`src/sv/scfp_pkg.sv`:
```
// Shared types and constants for the serial command frame parser.
// No dependencies; imported by scfp_frame_fsm and serial_command_frame_parser_core.
`default_nettype none

package scfp_pkg;

    localparam int PADDR_W = 4;
    localparam int PDATA_W = 32;

    typedef logic [1:0] t_reg_idx;

    localparam t_reg_idx REG_LINK_MODE     = 2'd0;
    localparam t_reg_idx REG_OWN_ADDRESS   = 2'd1;
    localparam t_reg_idx REG_CHECKSUM_SEED = 2'd2;

    localparam logic       RST_LINK_MODE     = 1'b1;
    localparam logic [7:0] RST_OWN_ADDRESS   = 8'h42;
    localparam logic [7:0] RST_CHECKSUM_SEED = 8'hAA;

    localparam logic [7:0] CHAR_M     = 8'h4D;
    localparam logic [7:0] CHAR_X     = 8'h58;
    localparam logic [7:0] ASCII_ZERO = 8'h30;

    typedef struct packed {
        logic       link_mode;
        logic [7:0] own_address;
        logic [7:0] checksum_seed;
    } t_cfg;

    typedef struct packed {
        logic [7:0]  command;
        logic [3:0]  param_count;
        logic [63:0] params;
    } t_frame;

endpackage

`default_nettype wire

```
`src/sv/serial_command_frame_parser_core.sv`:
```
// Serial command frame parser top level: APB registers, parser, output skid stage.
// Depends on scfp_pkg and scfp_frame_fsm.
//
// Usage:
//   Receive channel: i_rx_valid / o_rx_stall / i_rx_byte, one byte per request.
//   Frame channel:   o_frame_valid / i_frame_stall / o_command, o_param_count, o_params.
//   A request is taken on a clock edge with valid high and stall low.
//   Frames look like 'M' 'X' address command size params [checksum].
//   Throughput: one byte per cycle while o_rx_stall is low; each byte is parsed in the cycle it is taken.
//   A frame's last byte loads the output register, or the skid if the output holds.
//   Output side has an output register plus one skid register, so bytes keep
//   flowing while a frame waits; o_rx_stall rises only once the skid is full.
//   Reset (synchronous, active low): parser waits for 'M', output empty,
//   link_mode = checked, own_address = 0x42, checksum_seed = 0xAA.
//   Registers at byte address 0, 4, 8: link_mode, own_address, checksum_seed.
//   Write them only while no frame is in progress.
`default_nettype none

module serial_command_frame_parser_core
    import scfp_pkg::*;
#(
    parameter int MAX_PARAMS = 8
) (
    input  wire                i_clk,
    input  wire                i_rst_n,

    input  wire                psel,
    input  wire                penable,
    input  wire                pwrite,
    input  wire  [PADDR_W-1:0] paddr,
    input  wire  [PDATA_W-1:0] pwdata,
    output logic [PDATA_W-1:0] prdata,
    output logic               pready,

    input  wire                i_rx_valid,
    output logic               o_rx_stall,
    input  wire  [7:0]         i_rx_byte,

    output logic               o_frame_valid,
    input  wire                i_frame_stall,
    output logic [7:0]         o_command,
    output logic [3:0]         o_param_count,
    output logic [63:0]        o_params
);

    t_cfg     r_cfg;
    t_reg_idx reg_idx;
    logic     cfg_wr;

    logic     rx_accept;
    logic     emit;
    t_frame   frame;

    logic     r_out_valid;
    t_frame   r_out;
    logic     r_skid_valid;
    t_frame   r_skid;
    logic     out_free;

    assign reg_idx = paddr[3:2];
    assign pready  = 1'b1;
    assign cfg_wr  = psel && penable && pwrite && pready;

    always_ff @(posedge i_clk) begin
        if (!i_rst_n) begin
            r_cfg.link_mode     <= RST_LINK_MODE;
            r_cfg.own_address   <= RST_OWN_ADDRESS;
            r_cfg.checksum_seed <= RST_CHECKSUM_SEED;
        end else if (cfg_wr) begin
            case (reg_idx)
                REG_LINK_MODE:     r_cfg.link_mode     <= pwdata[0];
                REG_OWN_ADDRESS:   r_cfg.own_address   <= pwdata[7:0];
                REG_CHECKSUM_SEED: r_cfg.checksum_seed <= pwdata[7:0];
                default: ;
            endcase
        end
    end

    always_comb begin
        case (reg_idx)
            REG_LINK_MODE:     prdata = PDATA_W'(r_cfg.link_mode);
            REG_OWN_ADDRESS:   prdata = PDATA_W'(r_cfg.own_address);
            REG_CHECKSUM_SEED: prdata = PDATA_W'(r_cfg.checksum_seed);
            default:           prdata = '0;
        endcase
    end

    assign o_rx_stall = r_skid_valid;
    assign rx_accept  = i_rx_valid && !r_skid_valid;

    scfp_frame_fsm #(
        .MAX_PARAMS (MAX_PARAMS)
    ) u_fsm (
        .i_clk    (i_clk),
        .i_rst_n  (i_rst_n),
        .i_accept (rx_accept),
        .i_byte   (i_rx_byte),
        .i_cfg    (r_cfg),
        .o_emit   (emit),
        .o_frame  (frame)
    );

    // skid is only loaded while output holds; bytes are refused while it is full
    assign out_free = !r_out_valid || !i_frame_stall;

    always_ff @(posedge i_clk) begin
        if (!i_rst_n) begin
            r_out_valid  <= 1'b0;
            r_skid_valid <= 1'b0;
        end else if (out_free) begin
            r_out_valid  <= r_skid_valid || emit;
            r_skid_valid <= 1'b0;
        end else if (emit) begin
            r_skid_valid <= 1'b1;
        end
    end

    always_ff @(posedge i_clk) begin
        if (out_free) begin
            r_out <= r_skid_valid ? r_skid : frame;
        end else if (emit) begin
            r_skid <= frame;
        end
    end

    assign o_frame_valid = r_out_valid;
    assign o_command     = r_out.command;
    assign o_param_count = r_out.param_count;
    assign o_params      = r_out.params;

    a_skid_implies_out: assert property (@(posedge i_clk) disable iff (!i_rst_n)
        r_skid_valid |-> r_out_valid)
        else $error("skid register holds a frame while output is empty");

    a_no_emit_when_full: assert property (@(posedge i_clk) disable iff (!i_rst_n)
        emit |-> !r_skid_valid)
        else $error("frame produced while skid register is full");

    a_count_range: assert property (@(posedge i_clk) disable iff (!i_rst_n)
        o_frame_valid |-> (o_param_count <= 4'(MAX_PARAMS)))
        else $error("parameter count above maximum");

    a_unused_zero: assert property (@(posedge i_clk) disable iff (!i_rst_n)
        o_frame_valid |-> ((o_params >> (8 * o_param_count)) == 64'd0))
        else $error("unused parameter bytes not zero");

endmodule

`default_nettype wire

```
`src/sv/scfp_frame_fsm.sv`:
```
// Byte-level frame parser: preamble, address, command, size, parameters, checksum.
// Depends on scfp_pkg; instantiated by serial_command_frame_parser_core.
`default_nettype none

module scfp_frame_fsm
    import scfp_pkg::*;
#(
    parameter int MAX_PARAMS = 8
) (
    input  wire         i_clk,
    input  wire         i_rst_n,
    input  wire         i_accept,
    input  wire  [7:0]  i_byte,
    input  t_cfg        i_cfg,
    output logic        o_emit,
    output t_frame      o_frame
);

    typedef enum logic [2:0] {
        PH_PRE1 = 3'd0,
        PH_PRE2 = 3'd1,
        PH_ADDR = 3'd2,
        PH_CMD  = 3'd3,
        PH_SIZE = 3'd4,
        PH_PARA = 3'd5,
        PH_CHK  = 3'd6
    } t_phase;

    t_phase      r_phase, n_phase;
    logic [7:0]  r_cmd, n_cmd;
    logic [3:0]  r_left, n_left;
    logic [3:0]  r_total, n_total;
    logic [7:0]  r_check, n_check;
    logic [7:0]  r_store [MAX_PARAMS];
    logic [7:0]  n_store [MAX_PARAMS];
    logic [7:0]  size;
    logic [3:0]  slot;
    logic        emit;

    always_comb begin
        n_phase = r_phase;
        n_cmd   = r_cmd;
        n_left  = r_left;
        n_total = r_total;
        n_check = r_check;
        n_store = r_store;
        emit    = 1'b0;
        size    = i_cfg.link_mode ? i_byte : i_byte - ASCII_ZERO;
        slot    = r_total - r_left;
        if (i_accept) begin
            case (r_phase)
                PH_PRE1: begin
                    if (i_byte == CHAR_M) n_phase = PH_PRE2;
                end
                PH_PRE2: begin
                    n_phase = (i_byte == CHAR_X) ? PH_ADDR : PH_PRE1;
                end
                PH_ADDR: begin
                    n_phase = (i_byte == i_cfg.own_address) ? PH_CMD : PH_PRE1;
                end
                PH_CMD: begin
                    n_cmd   = i_byte;
                    n_check = i_cfg.checksum_seed ^ i_byte;
                    for (int k = 0; k < MAX_PARAMS; k++) n_store[k] = '0;
                    n_total = '0;
                    n_left  = '0;
                    n_phase = PH_SIZE;
                end
                PH_SIZE: begin
                    if (size > 8'(MAX_PARAMS)) begin
                        n_phase = PH_PRE1;
                    end else begin
                        n_check = r_check ^ size;
                        n_total = size[3:0];
                        n_left  = size[3:0];
                        if (size != 8'd0) begin
                            n_phase = PH_PARA;
                        end else if (i_cfg.link_mode) begin
                            n_phase = PH_CHK;
                        end else begin
                            n_phase = PH_PRE1;
                            emit    = 1'b1;
                        end
                    end
                end
                PH_PARA: begin
                    if (r_left == 4'd0) begin
                        n_phase = PH_PRE1;
                    end else begin
                        for (int k = 0; k < MAX_PARAMS; k++) begin
                            if (slot == 4'(k)) n_store[k] = i_byte;
                        end
                        n_check = r_check ^ i_byte;
                        n_left  = r_left - 4'd1;
                        if (n_left == 4'd0) begin
                            if (i_cfg.link_mode) begin
                                n_phase = PH_CHK;
                            end else begin
                                n_phase = PH_PRE1;
                                emit    = 1'b1;
                            end
                        end
                    end
                end
                PH_CHK: begin
                    n_phase = PH_PRE1;
                    emit    = ((r_check ^ i_byte) == 8'd0);
                end
                default: begin
                    n_phase = PH_PRE1;
                end
            endcase
        end
    end

    always_ff @(posedge i_clk) begin
        if (!i_rst_n) begin
            r_phase <= PH_PRE1;
            r_cmd   <= '0;
            r_left  <= '0;
            r_total <= '0;
            r_check <= '0;
            for (int k = 0; k < MAX_PARAMS; k++) r_store[k] <= '0;
        end else begin
            r_phase <= n_phase;
            r_cmd   <= n_cmd;
            r_left  <= n_left;
            r_total <= n_total;
            r_check <= n_check;
            r_store <= n_store;
        end
    end

    assign o_emit              = emit;
    assign o_frame.command     = n_cmd;
    assign o_frame.param_count = n_total;

    for (genvar g = 0; g < 8; g++) begin : g_pack
        if (g < MAX_PARAMS) begin : g_used
            assign o_frame.params[8*g +: 8] = n_store[g];
        end else begin : g_unused
            assign o_frame.params[8*g +: 8] = 8'd0;
        end
    end

endmodule

`default_nettype wire

```
`config.mk`:
```
export PLATFORM = sky130hd
export DESIGN_NAME = serial_command_frame_parser_core
export DESIGN_NICKNAME = d
export VERILOG_FILES = /design/src/sv/scfp_pkg.sv /design/src/sv/serial_command_frame_parser_core.sv /design/src/sv/scfp_frame_fsm.sv
export SDC_FILE = /design/constraint.sdc
export NUM_CORES = 1
export LEC_CHECK = 0
export BUFFER_PORTS_ARGS = -buffer_cell sky130_fd_sc_hd__buf_4
export CAP_MARGIN = 25
export CORE_UTILIZATION = 60
export CTS_BUF_LIST = sky130_fd_sc_hd__clkbuf_2
export CTS_CLUSTER_SIZE = 25
export DETAILED_ROUTE_END_ITERATION = 16
export PLACE_DENSITY = 0.83
export SLEW_MARGIN = 20
export SYNTH_ARGS = -nofsm -noshare
export SYNTH_HDL_FRONTEND = slang
export SYNTH_SLANG_ARGS = --single-unit
export TNS_END_PERCENT = 10
```
`constraint.sdc`:
```
create_clock -name i_clk -period 9.8 [get_ports i_clk]
set_input_delay 0 -clock i_clk [delete_from_list [all_inputs] [get_ports i_clk]]
set_output_delay 0 -clock i_clk [all_outputs]
set_load 0.05 [all_outputs]
```
==> results of run 1 <==
## power by group
group	leakage (nW)	internal [mW]	switching (mW)
sequential	2.66	1.15	0.00430
combinational	2.87	0.0383	0.0930
clock	0.438	0.281	0.428
## metal layers
metal	vias up	part of all wire (%)
met3	77	8.2
met5	-	0
li1	4202	-
met1	4320	39
met2	448	49
met4	0	2.9
## cell families after synthesis
| logic type | count (synthesis) | synth area share (%) |
|---|---|---|
| adder cells (fa/ha/maj) | 9 | 1.01 |
| flip-flops | 262 | 57.0 |
| XOR/XNOR | 31 | 2.29 |
| buffers and inverters | 118 | 4.71 |
| AND/OR/NAND/NOR | 317 | 12.9 |
| AO/OA/AOI/OAI | 250 | 17.1 |
| multiplexers | 55 | 4.90 |
| other | 2 | 0.0633 |
## per-stage QoR
stage	std cells	hold slack, ps	utilization (%)	total power [mW]	setup WS [ps]
final	1517	143	71.0	2.00	6160
after global routing	1517	87.0	71.0	2.07	5990
after CTS	1515	50.9	71.0	2.00	6220
after detailed placement	1355	226	65.7	1.30	6240
after global placement	1355	222	65.7	1.30	6280
after floorplan	1067	124	-	1.27	3400
## cells in the final DEF (no fill, tap or decap), types with 4 or more instances in the layout
| cell | synthesis | final |
|---|---|---|
| o21ai_0 | 17 | 17 |
| nor4_1 | 8 | 8 |
| xor2_1 | 9 | 9 |
| nand3b_1 | 4 | 4 |
| inv_1 | 17 | 17 |
| xnor2_1 | 22 | 22 |
| nor2b_1 | 10 | 10 |
| ha_1 | 8 | 8 |
| a211oi_1 | 6 | 6 |
| nand4_1 | 4 | 4 |
| clkbuf_2 | 0 | 93 |
| clkinv_1 | 1 | 20 |
| nand3_1 | 20 | 20 |
| nor3_1 | 20 | 19 |
| a211oi_2 | 4 | 4 |
| dfxtp_1 | 110 | 109 |
| dlygate4sd3_1 | 0 | 44 |
| nor2_1 | 55 | 54 |
| o211ai_1 | 13 | 13 |
| a221o_1 | 36 | 36 |
| o22ai_1 | 24 | 24 |
| nand2_1 | 127 | 126 |
| a2111oi_4 | 4 | 4 |
| edfxtp_1 | 152 | 152 |
| a31oi_1 | 13 | 13 |
| conb_1 | 2 | 25 |
| a21oi_1 | 28 | 28 |
| a22o_1 | 24 | 24 |
| a32o_1 | 17 | 17 |
| and2_1 | 47 | 47 |
| buf_4 | 28 | 124 |
| mux2_2 | 25 | 25 |
| mux2i_1 | 30 | 30 |
| a21o_1 | 29 | 29 |
## cell type report
| cell class | count | area (um2) | share of cell area, % |
|---|---|---|---|
| repair buffers | 168 | 1370 | 9.95 |
| inverters | 18 | 67.6 | 0.490 |
| flip-flops and latches | 262 | 6770 | 49.1 |
| well taps | 265 | 332 | 2.41 |
| clock inverters | 23 | 119 | 0.863 |
| clock buffers | 93 | 465 | 3.38 |
| multi-input cells | 687 | 4650 | 33.8 |
| diodes | 1 | 2.50 | 0.0182 |
## how the worst min path moves through the flow
stage,from,to,slack (ps),depth (start not counted)
detailed placement,pwdata[1],r_cfg[1],230,3
CTS,i_rx_byte[0],u_fsm.r_store[8],50,3
floorplan,pwdata[1],r_cfg[1],120,2
global route,i_rx_byte[7],u_fsm.r_store[15],90,3
global placement,pwdata[7],r_cfg[7],220,3
finish,i_rx_byte[7],u_fsm.r_store[15],140,3
## worst max-delay path, delay by kind of cell, from the launching register on
family,cells,cell delay (ps)
AOI/OAI and AO/OA,1,310
DFF,1,570
buffers and inverters,1,760
and+or+nand+nor,4,1510
## flip-flops by register name (all words and copies together) (netlist names), 8 cells and up
name and flops:
o_command 8, o_params 64, u_fsm.r_cmd 8, u_fsm.r_check 8, r_skid 76, u_fsm.r_store 64
r_cfg 17
## repair_timing
action                                  in CTS  in global routing
hold endpoints to repair                   249                  0
endpoints found under the setup margin       0                  0
hold buffers                                44                  0
==> metrics.cfg, run 1 <==
[sta]
fin_crit_sh_pct=37.2
fmaxAchievable_ghz=0.274
finalSetupTns_ps=0
hold_violations=0
fin_crit_ps=3640
slew_violations=0
setup_violations=0
relSlewSlack_pct=32.4
finClkSkew_ps=61.2
rsz0062_at_grt=no
worstMarginPinSlew_ps=1010

[synthesis]
synth.area.top_cells=edfxtp_1 38%, dfxtp_1 19%, nand2_1 4.0%
ys_warn_count=0
ys_types=70
synth-edff-count=152
ys_ff_latch=262
synthTopCellsByCount=152 x edfxtp_1, 127 x nand2_1, 110 x dfxtp_1
syn-mean-instance-area_um2=11.4
syn_inst=1044
async_reset_ff_share_pct=0
synth_most_common_cell=edfxtp_1
synth_top_area_share_pct=38.5
yosys.area.top_type=edfxtp_1
synth_ff_type=edfxtp_1
yosysSeqAreaShare_pct=57.0
syn_area_um2=11900

[clock_tree]
cts_resized=0
clk_latency_ps=880
cts_root_buf=clkbuf_2
htree_levels=2
path_clk_slew_ps=100
cts_tree=yes
cts_buffer_depth=3
numCtsBuffers=61
cts_setup_buffers=0
cts.sinks=262

[global_routing]
grt_pass1_wl_um=44200
met3_usage_pct=4.96
grt_max_degree=67
grt_pass1_vias=8675
busiest_layer=met2
overflow=0
grt_antenna_before_repair=1
track_usage_pct=28.2
use_met2_pct=46.7
met1_usage_pct=36.1

[worst_setup_path]
cp_cell_sequence=nand2b_1, nor4_2, nand2_1, a31o_2, nor2_4, buf_4
setup.worst_path.start=u_fsm.r_phase[2]
rr_endpoint=r_skid[69]
crit_path_end_kind=flip-flop
endpoint=r_skid[69]
critPathRequiredTime_ps=10260
ff2ff_path_depth=6
crit_slowest_cell=buf_4
worstPathMaxFanout=66
r2r-start=u_fsm.r_phase[2]
worstPathArrival_ps=4110
startpoint_type=flip-flop
r2r_slack_ps=6160
crit_type=flip-flop to flip-flop
slowest_delay_ps=760

[power]
cellPowerDensity_nw_per_um2=145
vdd.ir_drop.worst_uv=74.6
p_leak_nw=5.97

[floorplanning]
die-area_um2=20300
dieHeight_um=143
io_pins=162
die_w_um=143
rows=51
start_util_pct=61.2
core_area_um2=19400

[worst_hold_path]
min-delay-path-class=primary input to flip-flop

[placement]
place_area_um2=12700
hpwl_um=16800
placement.io_buffers=110
gp_congestion=0.850

[finish]
n_fill_cell=1424
drive_gt1_share_pct=22.0
area_growth_pct=16.1
layout.nets=1258
fin_area_um2=13800

[drt]
dr.first_iter.drc_count=966
first_pass_iters=6
drcViolationCount=0
wl_um=28400
wire_per_inst_um=18.7
viasPerCell=5.96
final_antenna_net_count=0
vias=9047

[outcome]
outcome=complete, no violations

[flow_run]
max_cap_viol_count=0

Power figures use the tool's default switching activity.
==> inputs of run 2 (changes only) <==
Settings changed: ABC_AREA set to 1, CORE_UTILIZATION 60 to 55, PLACE_DENSITY 0.83 to 0.79.
Clock period 9.8 ns to 3.05 ns, I/O delays scaled along.
==> run 2 against run 1 <==
Against the previous run:
- core utilization shrank 5.4 points
- first-iteration DRC count decreased by 9.5%
- design area grew 9.1%
- synthesized cell count increased by 51%
- wire length grew 13%
- via count is 24% higher
- total power grew to 3.3 times the previous value
- clock power grew to 3.4 times the previous value
- clock-buffer cell count increased by 7
- maximum frequency is 29% higher
- worst hold slack got worse by 51 ps
- final cell count rose by 39%
- critical endpoint is now u_fsm.r_check[6]
- largest cell class unchanged
- highest routed layer unchanged
==> metrics.cfg, run 2 <==
[finish]
layout.nets=1804  ; +43%
drive_gt1_share_pct=18.4  ; -3.6 points
layout_commonest_cell=nand2_1
top_register=r_skid
final_cell_mix=522 x nand2_1, 164 x inv_1, 152 x edfxtp_1
n_fill_cell=1907  ; +34%
largest_register_ffs=76  ; unchanged
area_growth_pct=15.6

[worst_setup_path]
critPathRequiredTime_ps=3800  ; -6460 ps
slowest_delay_ps=590  ; -170 ps
worstPathArrival_ps=3570  ; -540 ps
rr_endpoint=u_fsm.r_check[6]
worstPathMaxFanout=20  ; -70%
cp_cell_sequence=inv_2, nand3_1, nand2_1, nand2_1, nand3_2, nand2_2, nand3_2, nor2_1, dlygate4sd3_1, nor2_1
ff2ff_path_depth=10  ; +4
crit_type=flip-flop to flip-flop
crit_path_end_kind=flip-flop
crit_slowest_cell=dfxtp_1
startpoint_type=flip-flop
critPathTopFamily=simple AND/OR/NAND/NOR gates
r2r-start=r_cfg[16]
r2r_slack_ps=230  ; -5920 ps
path_buf_inv=2  ; +1
setup.worst_path.start=r_cfg[16]

[floorplanning]
die_w_um=156  ; +9.2%
rows=55  ; +7.8%
io_pins=162  ; unchanged
start_util_pct=56.7  ; -4.5 points
dieHeight_um=156  ; +9.2%
die-area_um2=24200  ; +19%
core_area_um2=22900  ; +18%

[global_routing]
grt_max_degree=87  ; +30%
grt_pass1_wl_um=51700  ; +17%
grt_pass1_vias=10900  ; +25%
overflow=0  ; unchanged
grt_antenna_before_repair=1  ; unchanged
track_usage_pct=26.9  ; -1.3 points

[clock_tree]
cts_tree=yes
cts.sinks=262  ; unchanged
cts_buffer_depth=3  ; unchanged
cts_resized=0  ; unchanged
cts_root_buf=clkbuf_2
cts_setup_buffers=0  ; unchanged
clk_latency_ps=860  ; -20 ps
ctsHoldBuffers=50  ; +14%
numCtsBuffers=67  ; +9.8%
path_clk_slew_ps=100  ; about the same
htree_levels=3  ; +1

[sta]
hold_violations=0  ; unchanged
setup_violations=0  ; unchanged
rsz0062_at_grt=no
fin_crit_sh_pct=92.3  ; +55 points
slew_violations=0  ; unchanged
fin_crit_ps=2820  ; -829 ps
worstMarginPinSlew_ps=914  ; -96.3 ps
fmaxAchievable_ghz=0.355  ; +29%
relSlewSlack_pct=39.1  ; +6.6 points
finalSetupTns_ps=0  ; unchanged
finClkSkew_ps=82.4  ; +21.2 ps

[drt]
first_pass_iters=5  ; -1
drcViolationCount=0  ; unchanged
viasPerCell=5.29  ; -11%
wl_um=32000  ; +13%
final_antenna_net_count=0  ; unchanged
vias=11200  ; +24%
dr.first_iter.drc_count=874  ; -9.5%
wire_per_inst_um=15.1  ; -19%

[synthesis]
synth.area.top_cells=edfxtp_1 35%, dfxtp_1 17%, nand2_1 15%
ys_types=47  ; -33%
yosys.area.top_type=edfxtp_1
synth-compound-area-share_pct=5.62  ; -12 points
synth_ff_type=edfxtp_1
ys_warn_count=0  ; unchanged
syn_area_um2=13000  ; +9.5%
synth_top_area_share_pct=35.1  ; -3.3 points
synth_mux_area_share_pct=0  ; -4.9 points
synth_most_common_cell=nand2_1
yosysSeqAreaShare_pct=52.1  ; -5.0 points
synth-edff-count=152  ; unchanged
async_reset_ff_share_pct=0  ; unchanged
synth_top_family_by_area=simple AND/OR/NAND/NOR gates
synth-simple-area-share_pct=30.3  ; +17 points
synth_adder_area_share_pct=0.924  ; -0.088 points
syn_inst=1575  ; +51%
ys_ff_latch=262  ; unchanged
synthTopCellsByCount=523 x nand2_1, 165 x inv_1, 152 x edfxtp_1
syn-mean-instance-area_um2=8.25  ; -27%
synth_xor_area_share_pct=0.876  ; -1.4 points

[worst_hold_path]
hold_path_depth=4  ; +1
min-delay-path-class=primary input to flip-flop
holdPathEnd=u_fsm.r_check[5]
holdCritStartpoint=i_rst_n

[power]
power.total_mw=6.51  ; +230%
cellPowerDensity_nw_per_um2=433  ; +200%
vdd.ir_drop.worst_uv=250  ; +240%
p_leak_nw=7.32  ; +23%

[placement]
gp_congestion=0.887  ; +4.4%
placement.io_buffers=110  ; unchanged
hpwl_um=19700  ; +17%

[outcome]
outcome=complete, no violations

[flow_run]
max_cap_viol_count=0  ; unchanged

-- run 2: layout make-up --
class,instances,area [um2],area share [%]
Sequential cell,262,6770,45.0
Multi-Input combinational cell,1048,5020,33.4
Timing Repair Buffer,182,1530,10.2
Inverter,183,693,4.61
Clock buffer,100,500,3.33
Tap cell,313,392,2.61
Clock inverter,23,121,0.808
Antenna cell,1,2.50,0.0167
-- run 2: metrics by stage --
step | worst slack, ps | cell area (um2) | instances | util (%) | hold WS (ps)
finish | 234 | 15000 | 2112 | 65.6 | 92.2
global route | 27.9 | 15000 | 2112 | 65.6 | 53.1
CTS | 291 | 15000 | 2111 | 65.6 | 27.9
detailed placement | 287 | 13900 | 1938 | 60.7 | 212
global placement | 430 | 13900 | 1938 | 60.7 | 208
floorplan | 11.7 | 13100 | 1598 | - | 113
-- run 2: worst max-delay path by stage --
stage / to / slack, ps / depth (start not counted)
detailed placement: o_params[24] / 290 / 10
CTS: o_params[24] / 290 / 10
global placement: o_params[59] / 430 / 11
floorplan: r_skid[0] / 10 / 15
global route: u_fsm.r_check[6] / 30 / 10
finish: u_fsm.r_check[6] / 230 / 10
-- run 2: kinds of logic after synthesis --
group,Yosys count
AO/OA/AOI/OAI,135
other,2
adder cells (fa/ha/maj),9
AND/OR/NAND/NOR,866
flip-flops,262
XOR/XNOR,13
buffers and inverters,288
-- run 2: layer usage --
metal | share of wire, % | global-route usage (%)
met2 | 48 | 45.4
met3 | 8.1 | 4.83
met4 | 3.0 | 12.9
met1 | 41 | 33.5
met5 | 0 | 0
-- run 2: worst register-to-register path: stages (launching register included) --
cell and delay [ps]:
dfxtp_1 590, inv_2 200, nand3_1 150, nand2_1 60, nand2_1 130, nand3_2 190, nand2_2 170, nand3_2 380
nor2_1 230, dlygate4sd3_1 580, nor2_1 50
-- run 2: where the power goes --
part | switching (mW) | internal (mW) | total (mW)
registers | 0.00523 | 3.70 | 3.70
logic | 0.268 | 0.111 | 0.379
clock network | 1.46 | 0.965 | 2.43
